--- src/rtl/core/srtcnt_pkg.sv ---
// Shared types and constants for the count-then-code record sorter.
`timescale 1ns / 1ps

package srtcnt_pkg;

    localparam int CODE_W        = 17;
    localparam int COUNT_W       = 20;
    localparam int DEPTH_DEFAULT = 64;

    typedef struct packed {
        logic               valid;
        logic [COUNT_W-1:0] count;
        logic [CODE_W-1:0]  code;
    } rec_t;

    typedef struct packed {
        logic ins;    // place the broadcast word into the chain
        logic shift;  // move every cell toward cell 0
    } cell_ctl_t;

    // True when record a sorts ahead of record b: by count, then by code.
    function automatic logic goes_before(input rec_t a, input rec_t b);
        logic res;
        if (a.count != b.count) begin
            res = (a.count < b.count);
        end else begin
            res = (a.code < b.code);
        end
        return res;
    endfunction

endpackage

--- src/rtl/core/srtcnt_cell.sv ---
// One cell of the sorted insertion chain: holds a record, moves it up or down.
`timescale 1ns / 1ps

module srtcnt_cell (
    input  logic                  aclk,
    input  logic                  aresetn,
    input  srtcnt_pkg::cell_ctl_t ctl,
    input  srtcnt_pkg::rec_t      new_rec,
    input  srtcnt_pkg::rec_t      prev_rec,
    input  logic                  prev_disp,
    input  srtcnt_pkg::rec_t      next_rec,
    output srtcnt_pkg::rec_t      rec,
    output logic                  disp
);

    srtcnt_pkg::rec_t rec_reg;
    srtcnt_pkg::rec_t rec_next;

    // This cell gives up its place when it is empty or the new word sorts ahead.
    assign disp = !rec_reg.valid || srtcnt_pkg::goes_before(new_rec, rec_reg);
    assign rec  = rec_reg;

    always_comb begin
        rec_next = rec_reg;
        if (ctl.shift) begin
            rec_next = next_rec;
        end else if (ctl.ins) begin
            if (prev_disp) begin
                rec_next = prev_rec;
            end else if (disp) begin
                rec_next = new_rec;
            end
        end
    end

    always_ff @(posedge aclk) begin
        if (!aresetn) begin
            rec_reg.valid <= 1'b0;
        end else begin
            rec_reg.valid <= rec_next.valid;
        end
        rec_reg.count <= rec_next.count;
        rec_reg.code  <= rec_next.code;
    end

endmodule

--- config.mk ---
export PLATFORM = sky130hd
export DESIGN_NAME = srtcnt_cell
export DESIGN_NICKNAME = d
export VERILOG_FILES = /design/src/rtl/core/srtcnt_pkg.sv /design/src/rtl/core/srtcnt_cell.sv
export SDC_FILE = /design/constraint.sdc
export NUM_CORES = 1
export LEC_CHECK = 0
export BUFFER_PORTS_ARGS = -buffer_cell sky130_fd_sc_hd__buf_2
export CAP_MARGIN = 20
export CORE_ASPECT_RATIO = 1.75
export CORE_UTILIZATION = 45
export CTS_CLUSTER_DIAMETER = 80
export DETAILED_ROUTE_END_ITERATION = 8
export HOLD_SLACK_MARGIN = 0.05
export PLACE_DENSITY_LB_ADDON = 0.3
export REMOVE_ABC_BUFFERS = 1
export SLEW_MARGIN = 20
export SYNTH_ARGS = -nofsm -noshare
export SYNTH_HDL_FRONTEND = slang
export SYNTH_SLANG_ARGS = --single-unit
--- constraint.sdc ---
create_clock -name aclk -period 3.64 [get_ports aclk]
set_clock_uncertainty 0.15 [all_clocks]
set_input_delay 0.728 -clock aclk [delete_from_list [all_inputs] [get_ports aclk]]
set_output_delay 0.728 -clock aclk [all_outputs]
set_load 0.01 [all_outputs]
After elaboration in Yosys (flattened, before gate mapping)
Index checks and enable logic that the tools add are counted.
{"block": "totals", "output_inout_bits": 39, "regBits": 38, "inputBits": 119}
{"block": "op_classes", "n_eq_ne": 1, "n_reduce_logical": 5, "mux": 5, "order_cmp": 2}
{"cell": "$mux W38", "n": 4}
{"cell": "$lt A20 B20 Y1", "n": 1}
{"cell": "$ne A20 B20 Y1", "n": 1}
{"cell": "$lt A17 B17 Y1", "n": 1}
{"cell": "$reduce_bool A3 Y1", "n": 1}
{"cell": "$reduce_and A2 Y1", "n": 1}
{"cell": "$reduce_bool A2 Y1", "n": 1}
{"cell": "$logic_not A1 Y1", "n": 1}
{"cell": "$logic_or A1 B1 Y1", "n": 1}
{"cell": "$mux W1", "n": 1}

Longest topological paths before layout
{"block": "depth", "word_depth": 7, "mapped_depth": 9}

Worst setup path before layout
Ideal clock, no wire load.
{"block": "synth_path", "path_kind": "input port to flip-flop", "start": "in new_rec[14] (netlist name)", "end": "reg rec_reg, in the netlist rec[0], enable pin", "setup_ps": 389, "arrival_ps": 2872, "path_slack_ps": 229, "required_ps": 3101, "path_stages": 7, "cell_sequence": "ha_1 -> a211oi_2 -> nor2_1 -> or4_4 -> o41ai_4 -> o21ai_2 -> a31oi_4"}
{"block": "synth_via", "elab_chain_len": 5}
{"element": "start, declared", "line_no": "srtcnt_cell.sv:8", "text": "input srtcnt_pkg::rec_t new_rec,"}
{"element": "$lt A17 B17 Y1", "line_no": "srtcnt_pkg.sv:27", "text": "res = (a.code < b.code);"}
{"element": "$mux W1", "line_no": "srtcnt_pkg.sv:24", "text": "if (a.count != b.count) begin"}
{"element": "$logic_or A1 B1 Y1", "line_no": "srtcnt_cell.sv:20", "text": "assign disp = !rec_reg.valid || srtcnt_pkg::goes_before(new_rec, rec_reg);"}
{"element": "$reduce_bool A3 Y1 (no line)"}
{"element": "$reduce_and A2 Y1 (no line)"}
{"element": "end, declared", "line_no": "srtcnt_cell.sv:16", "text": "srtcnt_pkg::rec_t rec_reg;"}
Every way passes these cells.
A chain may end at the register's enable or synchronous reset.

Worst setup path after layout
{"block": "layout_path", "start": "in new_rec[14] (netlist name)", "end": "out disp"}
{"block": "layout_via", "elab_chain_len": 3}
{"element": "$lt A17 B17 Y1", "line_no": "srtcnt_pkg.sv:27"}
{"element": "$mux W1", "line_no": "srtcnt_pkg.sv:24"}
{"element": "$logic_or A1 B1 Y1", "line_no": "srtcnt_cell.sv:20"}
{"element": "end, declared", "line_no": "srtcnt_cell.sv:13", "text": "output logic disp"}
Every way passes these cells.

==> impl_metrics.json <==
{
  "status": "complete, no violations",
  "stdcell_count": 536,
  "tns_ps": 0,
  "hold_viol_final": 0,
  "hold_class": "reg2reg",
  "cts_setup_buffers": 0,
  "yosysSeqAreaShare_pct": 39.1,
  "overflow": 0,
  "ctsResizeCount": 0,
  "hpwl_um": 5890,
  "start_kind": "input port",
  "cts_root_buffer": "clkbuf_8",
  "worst_path_largest_cell_delay_ps": 530,
  "slew_headroom_pct": 62.3,
  "worstPathRequired_ps": 2760,
  "synth-compound-area-share_pct": 14.6,
  "yosys-top-cells-area": "edfxtp_1, ha_1, mux2i_1",
  "rsz0062_at_grt": "no",
  "die_area_mm2": 0.00677,
  "period_share_pct": 92.8,
  "tritoncts": "done",
  "num_antenna_cells": 0,
  "drv_cap": 0,
  "path_class": "in2out",
  "cts.hold.buffers_added": 0,
  "routed-wl-met3_um": 295,
  "syn_inst": 301,
  "yosys_warnings": 0,
  "die_x_um": 62.6,
  "filler_cell_count": 571,
  "start_util_pct": 46.8,
  "vdd_drop_max_v": 0.000250,
  "area_growth_syn_to_layout_pct": 32.9,
  "setup_ws_ps": 263,
  "antenna_found_initial": 0,
  "fin_total_pwr_mw": 1.20,
  "synthSimpleGateAreaFrac_pct": 10.8,
  "grt_pass1_wl_um": 11300,
  "worst-slew-pin-transition_ps": 565,
  "crit_top_cell": "buf_2",
  "syn_area_per_cell_um2": 9.62,
  "io_buffers": 157,
  "cts.sinks": 38,
  "synth_common_cells": "nand2_1, o21ai_0, mux2i_1",
  "cp.buffers_inverters": 2,
  "placedCellCount": 529,
  "grt_pass1_vias": 2612,
  "grt_usage_pct": 21.5,
  "fin_crit_ps": 3380,
  "cp_slowest_cell": "or4_4",
  "pre_cts_ws_ps": 262,
  "cp_top_family": "simple AND/OR/NAND/NOR gates",
  "wl_met2_um": 3980,
  "drive_gt1_share_pct": 38.4,
  "drtIter0Drc": 86,
  "synth_xor_area_share_pct": 0,
  "top_layer_used": "met4",
  "routed_wl_um": 7170,
  "cp-end-kind": "output port",
  "core_area_mm2": 0.00618,
  "synth_most_common_cell": "nand2_1",
  "leakagePower_nw": 2.02,
  "yosysTopAreaCell": "edfxtp_1",
  "setup_viol": 0,
  "fmax_mhz": 296,
  "htreeDepth": 2,
  "final_antenna_net_count": 0,
  "slew_viol_final": 0,
  "yosys_most_used_dff": "edfxtp_1",
  "numCtsBuffers": 5,
  "utilization_pct": 62.3,
  "vias_per_cell": 5.07,
  "synthAdderAreaFrac_pct": 15.6,
  "clk_latency_ps": 280,
  "drt_first_pass_iters": 6,
  "routed-via-count": 2718,
  "synth.top_cell.area_share_pct": 38.4,
  "largest_reg_flops": 38,
  "synth_top_family_by_area": "adder cells",
  "drc": 0,
  "cts_max_path_buffers": 2,
  "cp_max_fo": 2,
  "p_per_area_mw_per_mm2": 311,
  "die_y_um": 108,
  "io_pins": 158,
  "fp-row-count": 38,
  "muxShareOfSynthArea_pct": 13.5,
  "clk_pin_slew_ps": 70,
  "ys_ff_latch": 38,
  "synth_cell_types": 33,
  "nNetsFinal": 611,
  "grt_max_degree": 43,
  "cp.arrival_ps": 2500,
  "async_reset_ff_share_pct": 0,
  "synth_edf_count": 37,
  "routedWlPerCell_um": 13.4,
  "syn-cell-area_mm2": 0.00290,
  "path_cells": "buf_2 > ha_1 > a211oi_2 > nor2_1 > or4_4 > o41ai_4 > o21ai_2 > nand2_1 > buf_2",
  "gp_congestion": 0.772,
  "wl_met1_um": 2610
}
==> cell type report <==
| type | instances | area [µm²] | share of cell area [%] |
|---|---|---|---|
| well taps | 80 | 100 | 2.60 |
| clock buffers | 7 | 76.3 | 1.98 |
| flip-flops and latches | 38 | 1130 | 29.4 |
| multi-input cells | 214 | 1580 | 41.0 |
| repair buffers | 161 | 828 | 21.5 |
| inverters | 36 | 135 | 3.51 |
==> power by group <==
| group | internal [mW] | switching (mW) | leakage (nW) |
|---|---|---|---|
| combinational | 0.173 | 0.197 | 1.59 |
| clock | 0.132 | 0.138 | 0.0383 |
| sequential | 0.535 | 0.0220 | 0.391 |
| total | 0.840 | 0.358 | 2.02 |
==> metrics by stage <==
step / hold WS [ps] / instance area (µm²)
after floorplan: 385 / 2840
after CTS: 406 / 3850
after global routing: 423 / 3850
final: 403 / 3850
after global placement: 401 / 3770
after detailed placement: 395 / 3770
==> cell families after synthesis <==
logic type      Yosys count
compound gates           68
fa+ha+maj                36
buf+inv                  49
flops                    38
mux                      39
simple gates             71
==> placed cells by master, fill, tap and decap left out, types with 2 or more instances in the layout <==
cell type and instances:
clkbuf_1 2, a211oi_1 2, ha_1 36, a21o_1 2, a21oi_1 12, mux2i_1 39, nor2_1 7, nand2b_1 2
buf_2 157, edfxtp_1 37, o21ai_0 42, inv_1 36, nand3_1 3, nand2_1 49, nand4_1 4, clkbuf_8 5
buf_4 3
==> path summary, 6_finish.rpt <==
check | slack, ps | startpoint | cells past startpoint | end
max reg2reg | 860 | rec[14] | 9 | rec[4]
min | 400 | rec[37] | 2 | rec[37]
max | 260 | new_rec[14] | 9 | disp
min reg2reg | 400 | rec[37] | 2 | rec[37]
==> layer usage <==
metal  vias up  global-route usage, %
met5         -                      0
met4         0                   13.0
met3        23                   2.53
met2       106                   41.0
met1      1208                   22.0
li1       1381                      -
==> tightest hold or removal path: cells and delay by family, from the launching register on <==
| family | cells | cell delay, ps |
|---|---|---|
| simple gates | 1 | 80 |
| flops | 1 | 370 |
| mux | 1 | 50 |
(Power assumes the default switching activity.)
